[src/rtl/lam_pkg.sv]
`timescale 1ns / 1ps

package lam_pkg;

    localparam int MAX_RES     = 8;
    localparam int CNT_W       = 4;
    localparam int PC_W        = 5;
    localparam int SP_W        = 4;
    localparam int STACK_DEPTH = 8;

    localparam logic [2:0] ST_BEGIN      = 3'd0;
    localparam logic [2:0] ST_DETACHED   = 3'd1;
    localparam logic [2:0] ST_WAITING    = 3'd2;
    localparam logic [2:0] ST_ATTACHED   = 3'd3;
    localparam logic [2:0] ST_COLLECTING = 3'd4;
    localparam logic [2:0] ST_COLLDIST   = 3'd5;
    localparam logic [2:0] NX_KEEP       = 3'd7;

    localparam logic [3:0] EV_E1 = 4'd0;
    localparam logic [3:0] EV_E2 = 4'd1;
    localparam logic [3:0] EV_E3 = 4'd2;
    localparam logic [3:0] EV_E4 = 4'd3;
    localparam logic [3:0] EV_E5 = 4'd4;
    localparam logic [3:0] EV_E6 = 4'd5;
    localparam logic [3:0] EV_E7 = 4'd6;
    localparam logic [3:0] EV_E8 = 4'd7;
    localparam logic [3:0] EV_E9 = 4'd8;

    localparam logic [2:0] ACT_DETACH   = 3'd0;
    localparam logic [2:0] ACT_WAIT     = 3'd1;
    localparam logic [2:0] ACT_ATTACH   = 3'd2;
    localparam logic [2:0] ACT_COLLECT  = 3'd3;
    localparam logic [2:0] ACT_COLLDIST = 3'd4;

    localparam logic [1:0] SEL_UNSELECTED = 2'd0;
    localparam logic [1:0] SEL_SELECTED   = 2'd1;
    localparam logic [1:0] SEL_STANDBY    = 2'd2;

    // microcode routine entry points
    localparam logic [PC_W-1:0] PC_DISPATCH  = 5'd0;
    localparam logic [PC_W-1:0] PC_DETACHED  = 5'd1;
    localparam logic [PC_W-1:0] PC_WAITING   = 5'd5;
    localparam logic [PC_W-1:0] PC_ATTACHED  = 5'd9;
    localparam logic [PC_W-1:0] PC_COLLECT   = 5'd14;
    localparam logic [PC_W-1:0] PC_COLLDIST  = 5'd20;

    typedef enum logic [1:0] {
        OP_DISPATCH = 2'd0,
        OP_ENTER    = 2'd1,
        OP_CHECK    = 2'd2,
        OP_RET      = 2'd3
    } op_t;

    typedef enum logic [3:0] {
        C_ALWAYS     = 4'd0,
        C_SEL0       = 4'd1,
        C_SEL1       = 4'd2,
        C_SEL2       = 4'd3,
        C_WAIT_RDY   = 4'd4,
        C_PSYNC_SEL1 = 4'd5,
        C_NOT_PSYNC  = 4'd6,
        C_COLL_E8    = 4'd7,
        C_COLL_E9    = 4'd8
    } cond_t;

    typedef struct packed {
        op_t        op;
        cond_t      cond;
        logic [3:0] ev;
        logic [2:0] act;
    } uword_t;

    typedef struct packed {
        logic   load_in;
        logic   take;
        logic   enter;
        logic   flush;
        uword_t uw;
    } ctl_t;

    typedef struct packed {
        logic       trans_ok;
        logic [2:0] nx;
        logic       room;
    } stat_t;

    typedef struct packed {
        logic [2:0] new_state;
        logic [2:0] state_action;
        logic       attach_request;
        logic       detach_request;
        logic       actor_sync;
        logic       actor_collecting;
        logic       actor_distributing;
        logic       transmit_request;
    } res_t;

    function automatic logic [2:0] next_state(input logic [3:0] ev, input logic [2:0] st);
        logic [2:0] nx;
        nx = NX_KEEP;
        case (ev) inside
            EV_E1: if (st == ST_DETACHED) nx = ST_WAITING;
            EV_E2:
            begin
                if (st == ST_WAITING || st == ST_ATTACHED) nx = ST_DETACHED;
                if (st == ST_COLLECTING || st == ST_COLLDIST) nx = ST_ATTACHED;
            end
            EV_E3: if (st == ST_WAITING) nx = ST_ATTACHED;
            EV_E4:
            begin
                if (st == ST_ATTACHED) nx = ST_DETACHED;
                if (st == ST_COLLECTING || st == ST_COLLDIST) nx = ST_ATTACHED;
            end
            EV_E5: if (st == ST_ATTACHED) nx = ST_COLLECTING;
            EV_E6, EV_E9:
            begin
                if (st == ST_COLLECTING || st == ST_COLLDIST) nx = ST_ATTACHED;
            end
            EV_E7: if (st <= ST_COLLDIST) nx = ST_DETACHED;
            EV_E8: if (st == ST_COLLECTING) nx = ST_COLLDIST;
            default: nx = NX_KEEP;
        endcase
        return nx;
    endfunction

    function automatic logic [PC_W-1:0] entry_pc(input logic [2:0] st);
        logic [PC_W-1:0] pc;
        unique case (st)
            ST_DETACHED:   pc = PC_DETACHED;
            ST_WAITING:    pc = PC_WAITING;
            ST_ATTACHED:   pc = PC_ATTACHED;
            ST_COLLECTING: pc = PC_COLLECT;
            ST_COLLDIST:   pc = PC_COLLDIST;
            default:       pc = PC_DISPATCH;
        endcase
        return pc;
    endfunction

endpackage

[src/rtl/lam_rom.sv]
`timescale 1ns / 1ps

module lam_rom
    import lam_pkg::*;
(
    input  logic [PC_W-1:0] pc,
    output uword_t          uw
);

    always_comb
    begin
        unique case (pc)
            5'd0:  uw = '{OP_DISPATCH, C_ALWAYS,     EV_E1, ACT_DETACH};
            // detached
            5'd1:  uw = '{OP_ENTER,    C_ALWAYS,     EV_E1, ACT_DETACH};
            5'd2:  uw = '{OP_CHECK,    C_SEL1,       EV_E1, ACT_DETACH};
            5'd3:  uw = '{OP_CHECK,    C_SEL2,       EV_E4, ACT_DETACH};
            5'd4:  uw = '{OP_RET,      C_ALWAYS,     EV_E1, ACT_DETACH};
            // waiting
            5'd5:  uw = '{OP_ENTER,    C_ALWAYS,     EV_E1, ACT_WAIT};
            5'd6:  uw = '{OP_CHECK,    C_SEL0,       EV_E2, ACT_WAIT};
            5'd7:  uw = '{OP_CHECK,    C_WAIT_RDY,   EV_E3, ACT_WAIT};
            5'd8:  uw = '{OP_RET,      C_ALWAYS,     EV_E1, ACT_WAIT};
            // attached
            5'd9:  uw = '{OP_ENTER,    C_ALWAYS,     EV_E1, ACT_ATTACH};
            5'd10: uw = '{OP_CHECK,    C_SEL0,       EV_E2, ACT_ATTACH};
            5'd11: uw = '{OP_CHECK,    C_SEL2,       EV_E4, ACT_ATTACH};
            5'd12: uw = '{OP_CHECK,    C_PSYNC_SEL1, EV_E5, ACT_ATTACH};
            5'd13: uw = '{OP_RET,      C_ALWAYS,     EV_E1, ACT_ATTACH};
            // collecting
            5'd14: uw = '{OP_ENTER,    C_ALWAYS,     EV_E1, ACT_COLLECT};
            5'd15: uw = '{OP_CHECK,    C_SEL0,       EV_E2, ACT_COLLECT};
            5'd16: uw = '{OP_CHECK,    C_SEL2,       EV_E4, ACT_COLLECT};
            5'd17: uw = '{OP_CHECK,    C_NOT_PSYNC,  EV_E6, ACT_COLLECT};
            5'd18: uw = '{OP_CHECK,    C_COLL_E8,    EV_E8, ACT_COLLECT};
            5'd19: uw = '{OP_RET,      C_ALWAYS,     EV_E1, ACT_COLLECT};
            // collecting and distributing
            5'd20: uw = '{OP_ENTER,    C_ALWAYS,     EV_E1, ACT_COLLDIST};
            5'd21: uw = '{OP_CHECK,    C_SEL0,       EV_E2, ACT_COLLDIST};
            5'd22: uw = '{OP_CHECK,    C_SEL2,       EV_E4, ACT_COLLDIST};
            5'd23: uw = '{OP_CHECK,    C_NOT_PSYNC,  EV_E6, ACT_COLLDIST};
            5'd24: uw = '{OP_CHECK,    C_COLL_E9,    EV_E9, ACT_COLLDIST};
            default: uw = '{OP_RET,    C_ALWAYS,     EV_E1, ACT_DETACH};
        endcase
    end

endmodule

[src/rtl/lam_seq.sv]
`timescale 1ns / 1ps

module lam_seq
    import lam_pkg::*;
(
    input  logic  clk,
    input  logic  rst_n,
    input  logic  in_valid,
    output logic  in_stall,
    input  stat_t stat,
    output ctl_t  ctl
);

    typedef enum logic [2:0] {
        PH_IDLE  = 3'b001,
        PH_RUN   = 3'b010,
        PH_FLUSH = 3'b100
    } phase_t;

    phase_t            phase_reg, phase_next;
    logic [PC_W-1:0]   pc_reg, pc_next;
    logic [SP_W-1:0]   sp_reg, sp_next;
    logic [CNT_W-1:0]  cnt_reg, cnt_next;
    logic [PC_W-1:0]   stack_reg [STACK_DEPTH];
    logic [SP_W-1:0]   sp_dec;
    logic              push;
    logic              running;
    logic              cnt_full;
    logic              take;
    uword_t            uw;

    lam_rom u_rom
    (
        .pc (pc_reg),
        .uw (uw)
    );

    assign running  = (phase_reg == PH_RUN);
    assign cnt_full = (cnt_reg == CNT_W'(MAX_RES));
    assign take     = running && (uw.op == OP_DISPATCH || uw.op == OP_CHECK)
                      && stat.trans_ok && !cnt_full;
    assign sp_dec   = sp_reg - 1'b1;
    assign push     = take && (uw.op == OP_CHECK);
    assign in_stall = (phase_reg != PH_IDLE);

    always_comb
    begin
        ctl.load_in = (phase_reg == PH_IDLE) && in_valid;
        ctl.take    = take;
        ctl.enter   = running && (uw.op == OP_ENTER) && stat.room;
        ctl.flush   = (phase_reg == PH_FLUSH);
        ctl.uw      = uw;
    end

    always_comb
    begin
        phase_next = phase_reg;
        pc_next    = pc_reg;
        sp_next    = sp_reg;
        cnt_next   = cnt_reg;
        unique case (phase_reg)
            PH_IDLE:
            begin
                if (in_valid)
                begin
                    phase_next = PH_RUN;
                    pc_next    = PC_DISPATCH;
                    sp_next    = '0;
                    cnt_next   = '0;
                end
            end
            PH_RUN:
            begin
                unique case (uw.op) inside
                    OP_DISPATCH, OP_CHECK:
                    begin
                        if (take)
                        begin
                            pc_next  = entry_pc(stat.nx);
                            cnt_next = cnt_reg + 1'b1;
                            if (push)
                                sp_next = sp_reg + 1'b1;
                        end
                        else if (uw.op == OP_DISPATCH)
                            phase_next = PH_FLUSH;
                        else
                            pc_next = pc_reg + 1'b1;
                    end
                    OP_ENTER:
                    begin
                        if (stat.room)
                            pc_next = pc_reg + 1'b1;
                    end
                    OP_RET:
                    begin
                        if (sp_reg == '0)
                            phase_next = PH_FLUSH;
                        else
                        begin
                            sp_next = sp_dec;
                            pc_next = stack_reg[sp_dec[SP_W-2:0]];
                        end
                    end
                    default: phase_next = PH_FLUSH;
                endcase
            end
            PH_FLUSH:
            begin
                if (stat.room)
                    phase_next = PH_IDLE;
            end
            default: phase_next = PH_IDLE;
        endcase
    end

    always_ff @(posedge clk or negedge rst_n)
    begin
        if (!rst_n)
        begin
            phase_reg <= PH_IDLE;
            pc_reg    <= PC_DISPATCH;
            sp_reg    <= '0;
            cnt_reg   <= '0;
        end
        else
        begin
            phase_reg <= phase_next;
            pc_reg    <= pc_next;
            sp_reg    <= sp_next;
            cnt_reg   <= cnt_next;
        end
    end

    always_ff @(posedge clk)
    begin
        if (push)
            stack_reg[sp_reg[SP_W-2:0]] <= pc_reg + 1'b1;
    end

    a_sp_bound: assert property (@(posedge clk) disable iff (!rst_n)
        sp_reg <= SP_W'(STACK_DEPTH))
        else $error("return stack overflow");

    a_cnt_bound: assert property (@(posedge clk) disable iff (!rst_n)
        cnt_reg <= CNT_W'(MAX_RES))
        else $error("result count past bound");

    a_idle_empty: assert property (@(posedge clk) disable iff (!rst_n)
        (phase_reg == PH_IDLE) |-> (sp_reg == '0))
        else $error("idle with return stack not empty");

    a_push_counts: assert property (@(posedge clk) disable iff (!rst_n)
        push |=> (cnt_reg == $past(cnt_reg) + 1'b1))
        else $error("nested entry without count");

endmodule

[src/rtl/lam_dp.sv]
`timescale 1ns / 1ps

module lam_dp
    import lam_pkg::*;
(
    input  logic       clk,
    input  logic       rst_n,
    input  logic [3:0] action,
    input  logic [1:0] selected,
    input  logic       lag_present,
    input  logic       lag_ready,
    input  logic       partner_sync,
    input  logic       partner_collecting,
    input  logic       coll_enabled,
    input  ctl_t       ctl,
    output stat_t      stat,
    input  logic       out_stall,
    output logic       out_valid,
    output res_t       out_res,
    output logic       out_last
);

    logic [3:0] ev_in_reg;
    logic [1:0] sel_reg;
    logic       lag_reg, rdy_reg, psync_reg, pcoll_reg, hwcoll_reg;

    logic [2:0] mux_reg, prev_reg;
    logic       sync_reg, coll_reg, dist_reg;
    logic       sync_next, coll_next, dist_next;

    res_t       pend_reg, pend_next;
    logic       pend_valid_reg;
    res_t       out_res_reg;
    logic       out_last_reg, out_valid_reg;

    logic [3:0] ev_sel;
    logic [2:0] nx;
    logic       cond_true;
    logic       out_free;
    logic       load_out;
    logic       load_last;

    assign ev_sel = (ctl.uw.op == OP_DISPATCH) ? ev_in_reg : ctl.uw.ev;
    assign nx     = next_state(ev_sel, mux_reg);

    always_comb
    begin
        case (ctl.uw.cond)
            C_ALWAYS:     cond_true = 1'b1;
            C_SEL0:       cond_true = (sel_reg == SEL_UNSELECTED);
            C_SEL1:       cond_true = (sel_reg == SEL_SELECTED);
            C_SEL2:       cond_true = (sel_reg == SEL_STANDBY);
            C_WAIT_RDY:   cond_true = (sel_reg == SEL_SELECTED) && lag_reg && rdy_reg;
            C_PSYNC_SEL1: cond_true = (sel_reg == SEL_SELECTED) && psync_reg;
            C_NOT_PSYNC:  cond_true = !psync_reg;
            C_COLL_E8:    cond_true = (sel_reg == SEL_SELECTED) && psync_reg
                                      && pcoll_reg && coll_reg;
            C_COLL_E9:    cond_true = psync_reg && !pcoll_reg;
            default:      cond_true = 1'b0;
        endcase
    end

    assign out_free   = !out_valid_reg || !out_stall;
    assign stat.trans_ok = cond_true && (nx != NX_KEEP);
    assign stat.nx    = nx;
    assign stat.room  = !pend_valid_reg || out_free;

    always_comb
    begin
        sync_next = sync_reg;
        coll_next = coll_reg;
        dist_next = dist_reg;
        pend_next = '0;
        case (ctl.uw.act)
            ACT_DETACH:
            begin
                sync_next = 1'b0;
                coll_next = 1'b0;
                dist_next = 1'b0;
                pend_next.detach_request = lag_reg;
            end
            ACT_ATTACH:
            begin
                sync_next = 1'b1;
                coll_next = 1'b0;
                dist_next = 1'b0;
                pend_next.attach_request = (prev_reg != ST_COLLECTING)
                                           && (prev_reg != ST_COLLDIST) && lag_reg;
            end
            ACT_COLLECT:
            begin
                dist_next = 1'b0;
                coll_next = hwcoll_reg;
            end
            ACT_COLLDIST: dist_next = 1'b1;
            default: ;
        endcase
        pend_next.new_state          = mux_reg;
        pend_next.state_action       = ctl.uw.act;
        pend_next.actor_sync         = sync_next;
        pend_next.actor_collecting   = coll_next;
        pend_next.actor_distributing = dist_next;
        pend_next.transmit_request   = (ctl.uw.act != ACT_WAIT);
    end

    // a held result moves out when the next one is made or the chain ends
    assign load_out  = pend_valid_reg && out_free && (ctl.enter || ctl.flush);
    assign load_last = ctl.flush;

    always_ff @(posedge clk)
    begin
        if (ctl.load_in)
        begin
            ev_in_reg  <= action;
            sel_reg    <= selected;
            lag_reg    <= lag_present;
            rdy_reg    <= lag_ready;
            psync_reg  <= partner_sync;
            pcoll_reg  <= partner_collecting;
            hwcoll_reg <= coll_enabled;
        end
        if (ctl.enter)
            pend_reg <= pend_next;
        if (load_out)
        begin
            out_res_reg  <= pend_reg;
            out_last_reg <= load_last;
        end
    end

    always_ff @(posedge clk or negedge rst_n)
    begin
        if (!rst_n)
        begin
            mux_reg        <= ST_BEGIN;
            prev_reg       <= ST_BEGIN;
            sync_reg       <= 1'b0;
            coll_reg       <= 1'b0;
            dist_reg       <= 1'b0;
            pend_valid_reg <= 1'b0;
            out_valid_reg  <= 1'b0;
        end
        else
        begin
            if (ctl.take)
            begin
                prev_reg <= mux_reg;
                mux_reg  <= nx;
            end
            if (ctl.enter)
            begin
                sync_reg <= sync_next;
                coll_reg <= coll_next;
                dist_reg <= dist_next;
            end
            if (ctl.enter)
                pend_valid_reg <= 1'b1;
            else if (load_out)
                pend_valid_reg <= 1'b0;
            if (load_out)
                out_valid_reg <= 1'b1;
            else if (!out_stall)
                out_valid_reg <= 1'b0;
        end
    end

    assign out_valid = out_valid_reg;
    assign out_res   = out_res_reg;
    assign out_last  = out_last_reg;

    a_no_overwrite: assert property (@(posedge clk) disable iff (!rst_n)
        (ctl.enter && pend_valid_reg) |-> out_free)
        else $error("held result lost");

    a_enter_after_take: assert property (@(posedge clk) disable iff (!rst_n)
        ctl.take |=> (mux_reg != ST_BEGIN))
        else $error("transition into begin state");

    a_out_hold: assert property (@(posedge clk) disable iff (!rst_n)
        (out_valid_reg && out_stall) |=>
            (out_valid_reg && $stable(out_res_reg) && $stable(out_last_reg)))
        else $error("stalled result beat changed");

endmodule

[src/rtl/link_aggregation_mux_fsm.sv]
`timescale 1ns / 1ps
// Channel   Handshake            Payload
// input     in_valid / in_stall  action, selected, lag_present, lag_ready,
//                                partner_sync, partner_collecting, coll_enabled
// output    out_valid/out_stall  new_state, state_action, attach_request,
//                                detach_request, actor_sync, actor_collecting,
//                                actor_distributing, transmit_request, last
//
// One event at a time: the idle phase takes the beat, a dispatch step follows, then per
// entered state a routine of enter, checks and return runs, then a flush step ends it.
// Output stall holds the sequencer only when a new result or the flush finds the held
// one unsent. Reset returns the mux to begin with all actor bits cleared.

module link_aggregation_mux_fsm
    import lam_pkg::*;
(
    input  logic       clk,
    input  logic       rst_n,
    input  logic       in_valid,
    output logic       in_stall,
    input  logic [3:0] action,
    input  logic [1:0] selected,
    input  logic       lag_present,
    input  logic       lag_ready,
    input  logic       partner_sync,
    input  logic       partner_collecting,
    input  logic       coll_enabled,
    output logic       out_valid,
    input  logic       out_stall,
    output logic [2:0] new_state,
    output logic [2:0] state_action,
    output logic       attach_request,
    output logic       detach_request,
    output logic       actor_sync,
    output logic       actor_collecting,
    output logic       actor_distributing,
    output logic       transmit_request,
    output logic       last
);

    ctl_t  ctl;
    stat_t stat;
    res_t  res;

    lam_seq u_seq
    (
        .clk      (clk),
        .rst_n    (rst_n),
        .in_valid (in_valid),
        .in_stall (in_stall),
        .stat     (stat),
        .ctl      (ctl)
    );

    lam_dp u_dp
    (
        .clk                (clk),
        .rst_n              (rst_n),
        .action             (action),
        .selected           (selected),
        .lag_present        (lag_present),
        .lag_ready          (lag_ready),
        .partner_sync       (partner_sync),
        .partner_collecting (partner_collecting),
        .coll_enabled       (coll_enabled),
        .ctl                (ctl),
        .stat               (stat),
        .out_stall          (out_stall),
        .out_valid          (out_valid),
        .out_res            (res),
        .out_last           (last)
    );

    assign new_state          = res.new_state;
    assign state_action       = res.state_action;
    assign attach_request     = res.attach_request;
    assign detach_request     = res.detach_request;
    assign actor_sync         = res.actor_sync;
    assign actor_collecting   = res.actor_collecting;
    assign actor_distributing = res.actor_distributing;
    assign transmit_request   = res.transmit_request;

endmodule

[config.mk]
export PLATFORM = sky130hd
export DESIGN_NAME = link_aggregation_mux_fsm
export DESIGN_NICKNAME = d
export VERILOG_FILES = /design/src/rtl/lam_pkg.sv /design/src/rtl/lam_rom.sv /design/src/rtl/lam_seq.sv /design/src/rtl/lam_dp.sv /design/src/rtl/link_aggregation_mux_fsm.sv
export SDC_FILE = /design/constraint.sdc
export NUM_CORES = 1
export LEC_CHECK = 0
export BUFFER_PORTS_ARGS = -buffer_cell sky130_fd_sc_hd__buf_2
export CAP_MARGIN = 20
export CORE_AREA = 2 2 78 154
export DETAILED_ROUTE_END_ITERATION = 10
export DIE_AREA = 0 0 80 156
export HOLD_SLACK_MARGIN = 0.15
export PLACE_DENSITY = 0.78
export RECOVER_POWER = 100
export SLEW_MARGIN = 20
export SYNTH_ARGS = -nofsm -noshare
export SYNTH_HDL_FRONTEND = slang
export SYNTH_SLANG_ARGS = --single-unit
[constraint.sdc]
create_clock -name clk -period 5.1 [get_ports clk]
set_input_delay 0.51 -clock clk [delete_from_list [all_inputs] [get_ports clk]]
set_output_delay 0.51 -clock clk [all_outputs]
set_load 0.02 [all_outputs]
== Yosys cells after proc, flatten, opt, wreduce, memory -nomap -nowiden ==
Memories as Yosys holds them, arrays and structs flattened.
Index checks and enable logic that the tools add are counted.
Widths: inputs -> output; s select.
Operators by class
  add/sub/neg operators: 4
  $lt $le $gt $ge: 1
  equality and inequality tests: 59
  mux-type cells: 53
  reductions and logical operators: 46
Operators by type and width (count)
  $mux 3: 21
  $eq 4x3->1 const B: 8
  $mux 4: 7
  $mux 5: 5
  $pmux 5 s5: 1
  $ne 3x3->1 const B: 8
  $pmux 4 s2: 3
  $eq 3x2->1 const B: 7
  $eq 3x3->1 const B: 6
  $logic_and 1x1->1: 18
  $pmux 3 s3: 2
  $reduce_and 6->1: 3
  $eq 4x2->1 const B: 4
  $pmux 5 s3: 1
  $eq 4x4->1 const B: 3
  $logic_not 4->1: 3
  $ne 2x2->1 const B: 5
  $pmux 5 s2: 1
  $eq 3x1->1 const B: 3
  $ne 3x2->1 const B: 3
  $pmux 1 s9: 1
  $add 4x1->4 const B: 2
  $eq 4x1->1 const B: 2
  $ne 4x4->1 const B: 2
  other kinds (18): 44
Word-level totals
  bits in registers: 63
  RAM bits: 40
  bits in read-only memories: 416
  input bits: 15
  memories: 2
Memories
  (name not given): words 32, bits a word 13, rd ports 1, clocked after memory_dff 0, write ports 0, line lam_rom.sv:12  | unique case (pc)
  u_seq.stack_reg: words 8, bits a word 5, rd ports 1, clocked after memory_dff 0, write ports 1, line lam_seq.sv:24  | logic [PC_W-1:0] stack_reg [STACK_DEPTH];

== Logic depth before layout (Yosys ltp) ==
An unclocked memory read counts as a cell.
  depth after elaboration: 21
  gate-level depth with buffers: 15
  depth with buffers taken out: 11

== By module ==
Synthesis repeated with hierarchy kept, for this count alone.
Second synthesis, totals
  cell total of the unflattened synthesis: 444
  area, all modules: 5445.2 um^2
Modules (own cells, without submodules)
  lam_seq: times used 1, cells each 217, area an instance 2864.0 um^2, sequential area each 1602.8 um^2
  lam_dp: times used 1, cells each 155, area an instance 2047.0 um^2, sequential area each 1331.3 um^2
  lam_rom: times used 1, cells each 72, area an instance 534.3 um^2, sequential area each 0.0 um^2

== Worst setup path before layout ==
No wires, ideal clock.
  kind: register to register
  from: register u_seq.pc_reg[0]
  to: memory u_seq.stack_reg[4][0] (enable)
  arrival time: 3.535 ns
  setup slack: 1.191 ns
  stages on the path, launching flop included: 13
  path through: dfrtp_1 -> inv_1 -> ha_1 -> and2b_1 -> o32a_4 -> o211ai_4 -> mux2i_1 -> and3_4 -> o32ai_4 -> a31oi_4 -> buf_2 -> nand3_1 -> nor3_1
On the way
  word-level cells in the longest chain between the ends: 19
  elaborated cells on any way between the ends: 41
  those cells by class: 18 x eq/ne; 12 x mux; 10 x reduce/logical; 1 x memory
Ends and longest elaborated chain
  start: declaration: line lam_seq.sv:21  | logic [PC_W-1:0] pc_reg, pc_next;
  start signal: assignment: line lam_seq.sv:128  | pc_reg <= pc_next;
  $mem_v2 32x13 (*)
  $logic_not 2->1: line lam_seq.sv:40, lam_dp.sv:43
  $mux 4: line lam_dp.sv:43  | assign ev_sel = (ctl.uw.op == OP_DISPATCH) ? ev_in_reg : ctl.uw.ev;
  $eq 4x3->1: line lam_dp.sv:44  | assign nx = next_state(ev_sel, mux_reg);
  $mux 3 (8 in a row): line lam_pkg.sv:101  | case (ev) inside
  $ne 3x3->1: line lam_dp.sv:64  | assign stat.trans_ok = cond_true && (nx != NX_KEEP);
  $logic_and 1x1->1: line lam_dp.sv:64
  $logic_and 1x1->1 (2 in a row): line lam_seq.sv:41  | && stat.trans_ok && !cnt_full;
  $logic_and 1x1->1 (*): line lam_seq.sv:43  | assign push = take && (uw.op == OP_CHECK);
  $mux 1 (*): line lam_seq.sv:136  | if (push)
  $mux 1 (not written as such) (*): line lam_seq.sv:137  | stack_reg[sp_reg[SP_W-2:0]] <= pc_reg + 1'b1;
  end: declaration: line lam_seq.sv:24
Every way passes the cells marked *; elsewhere a longest branch is shown, timed or not.

== Worst setup path after layout ==
  from: register u_seq.pc_reg[0]
  to: register u_dp.prev_reg[1]
On the way
  word-level cells in the longest chain between the ends: 16
  elaborated cells on any way between the ends: 38
  those cells by class: 18 x eq/ne; 10 x mux; 9 x reduce/logical; 1 x memory
Ends and longest elaborated chain
  $mem_v2 32x13 (*)
  $logic_not 2->1: line lam_seq.sv:40, lam_dp.sv:43
  $mux 4: line lam_dp.sv:43
  $eq 4x3->1: line lam_dp.sv:44
  $mux 3 (8 in a row): line lam_pkg.sv:101
  $ne 3x3->1: line lam_dp.sv:64
  $logic_and 1x1->1: line lam_dp.sv:64
  $logic_and 1x1->1 (*) (2 in a row): line lam_seq.sv:41
  end signal: assignment: line lam_dp.sv:147  | prev_reg <= mux_reg;
  end: declaration: line lam_dp.sv:27  | logic [2:0] mux_reg, prev_reg;
Marked as above.
A chain may end at the register's enable or synchronous reset.

==> run metrics <==
Core Rows 55; Unique masters post-synth 80; IO buf count 29; final setup fails 0; Post-Syn Instances 468; leading area contributor after synthesis edfxtp_1; WL per Instance 21.3 um; Hold Slack 0.338 ns; commonest cells in the netlist 76 x edfxtp_1, 36 x nand2_1, 30 x nor2_1; nets 531; XOR/XNOR share of the synthesized area 0.00777; initial antenna violation count 0; Slowest cell on crit path clkbuf_1; critical path peak fanout 18; Rel. slew slack -0.0588; Congestion Overflow GR 0; Area Overhead vs Synth 9.32%; R2R depth 12; Num CTS Buffers 9; Final Cell Area 0.00616 mm^2; Crit Path Category flip-flop to flip-flop; reg2reg start u_seq.pc_reg[0]; register area 0.00293 mm^2; async set or reset register ratio after synthesis 0.255; cell area power density 358 mW/mm^2; Startpoint Class flip-flop; leakage 2.27 nW; flops & latches, synth 102; final period demand of the worst path 4.55 ns; Critical Path Most Common Cell clkbuf_1; Period Utilization, post-route 0.893; number of global-route vias before repair 4022; die area 0.0125 mm^2; clock slew at reported path FFs 0.07 ns; CTS root buf clkbuf_16; GRT Util Overall 0.234; failing checks capacitance limit, slew limit; Via density 6.19; worst hold path depth 1; gpl congestion 0.986; largest family of logic cells by synthesized area simple AND/OR/NAND/NOR gates; DRC Markers 0; hold worst-path end u_dp.pcoll_reg; chip width 80 um; 1st-iter DRT viols 292; peak supply drop 0.000232 V; CTS tree yes; setup_tns 0 ns; Simple-Gate Fraction of Synth Area 0.156; Std-Cell Core Area 0.0113 mm^2; worst hold path class primary input to flip-flop; Hold Startpoint partner_collecting; max cap viols 1; mux cell area share after synthesis 0.0981; pin count of the biggest net entering global routing 27; average size of a mapped cell 12.0 um^2; initial cell density of the core 0.499; post-cts resize count 0; cell breakdown of the critical path inv_1, ha_1, clkbuf_1, mux2_4, a211oi_1, o22ai_1, o211ai_1, o2111ai_1, a21o_1, a31oi_4, clkbuf_1, mux2_2; post-synth top area share 0.405; max reg flops 40; Top delay family on crit path compound AO/OA/AOI/OAI gates; Post-synth EDFFs 76; Clock Skew 0.00779 ns; area of the multi-input gates 0.00249 mm^2; result of the run finished with violations; Fillers 958; syn nets 500; die height 156 um; Worst path max stage delay 0.67 ns; Register-to-Register Setup Slack 0.55 ns; RSZ-0062 raised after global routing no; final slew viol count 27; mapped cell area 0.00564 mm^2; htree depth 3; Critical Path End Type flip-flop; final hold viol count 0; worst slew pin tran 1.59 ns; Ant. Diodes 0; most frequent cell after synthesis edfxtp_1; r2r endpoint u_dp.prev_reg[1]; top cells by area, synth edfxtp_1 40%, dfrtp_1 11%, mux4_2 4.4%; post-synthesis adder-cell area fraction 0.0377; count of hold-fix buffers inserted at cts 0; CTS Buffer Depth 2; sequential-to-total area share from yosys stat 0.521; worst skew pair latency 0.34 ns; Compound-Gate Fraction of Synth Area 0.145; Synth warnings 0; Buffers & Inverters on Critical Path 3; Most used DFF post-synth edfxtp_1; Post-DP Area 0.00592 mm^2; WP data required 5.33 ns; Routed Antenna Nets 0; total power 2.21 mW; fraction of layout cells with a size suffix above 1 0.149; Initial DRT Pass Iterations 4; final WL 13800 um; first-pass GRT wire length 21800 um; Worst EP arrival 4.79 ns; total vias in the final route 3998; FMAX 220 MHz; hpwl dp 10400 um; # Post-CTS Setup Buffers 0; clock sink total 102; num ports 30
[metal layers]
layer	vias up	wire [um]	GRT usage	share of wire
met5	-	0	0	0
met4	0	1060	0.161	0.077
li1	1843	-	-	-
met3	50	439	0.0399	0.032
met1	1976	4610	0.231	0.33
met2	129	7650	0.426	0.56
[per-stage QoR]
step,std cells,setup slack [ns],util
detailed placement,630,0.847,0.525
finish,646,0.546,0.546
floorplan,468,1.19,-
global route,646,0.246,0.546
global placement,630,1.04,0.525
CTS,646,0.824,0.552
[cells in the final DEF (no fill, tap or decap), types with 9 or more instances in the layout]
| cell type | instances |
|---|---|
| o21ai_0 | 19 |
| nor2b_1 | 10 |
| dfrtp_1 | 25 |
| buf_2 | 13 |
| edfxtp_1 | 76 |
| mux4_2 | 11 |
| nand3_1 | 12 |
| nor3_1 | 13 |
| mux2i_1 | 15 |
| a21oi_1 | 23 |
| inv_1 | 23 |
| clkbuf_1 | 22 |
| ha_1 | 17 |
| clkbuf_16 | 9 |
| nand2_1 | 36 |
| nor2_1 | 30 |
[cell type report]
| cell class | instances | share of cell area |
|---|---|---|
| sequential | 102 | 0.476 |
| timing repair buffer | 39 | 0.0288 |
| clock buffer | 10 | 0.0388 |
| inverter | 23 | 0.0140 |
| multi-input combinational | 324 | 0.403 |
| clock inverter | 6 | 0.00995 |
| tap | 142 | 0.0288 |
[report_power, final]
| part | total, mW | switching, mW | leakage [nW] | internal (mW) |
|---|---|---|---|---|
| combinational | 0.483 | 0.305 | 1.09 | 0.178 |
| clock | 0.685 | 0.293 | 0.148 | 0.392 |
| sequential | 1.04 | 0.0777 | 1.04 | 0.961 |
| total | 2.21 | 0.676 | 2.27 | 1.53 |
[worst max path at each step]
stage                         start                    end  slack (ns)  depth (start not counted)
CTS                 u_seq.pc_reg[0]  u_seq.stack_reg[5][2]        0.82                         11
floorplan           u_seq.pc_reg[0]  u_seq.stack_reg[4][0]        1.19                         12
finish              u_seq.pc_reg[0]       u_dp.prev_reg[1]        0.55                         12
global route        u_seq.pc_reg[0]        u_dp.mux_reg[0]        0.25                         11
global placement    u_seq.pc_reg[0]  u_seq.stack_reg[7][4]        1.04                         11
detailed placement  u_seq.pc_reg[0]  u_seq.stack_reg[5][3]        0.85                         11
[cell families after synthesis]
group                      after synthesis
AOI/OAI and AO/OA                      103
xor gates and xnor gates                 5
adders and majority gates               17
buffers and inverters                   42
DFF                                    102
muxes                                   38
and+or+nand+nor                        161
No activity file was read; power rests on OpenSTA's default activity.
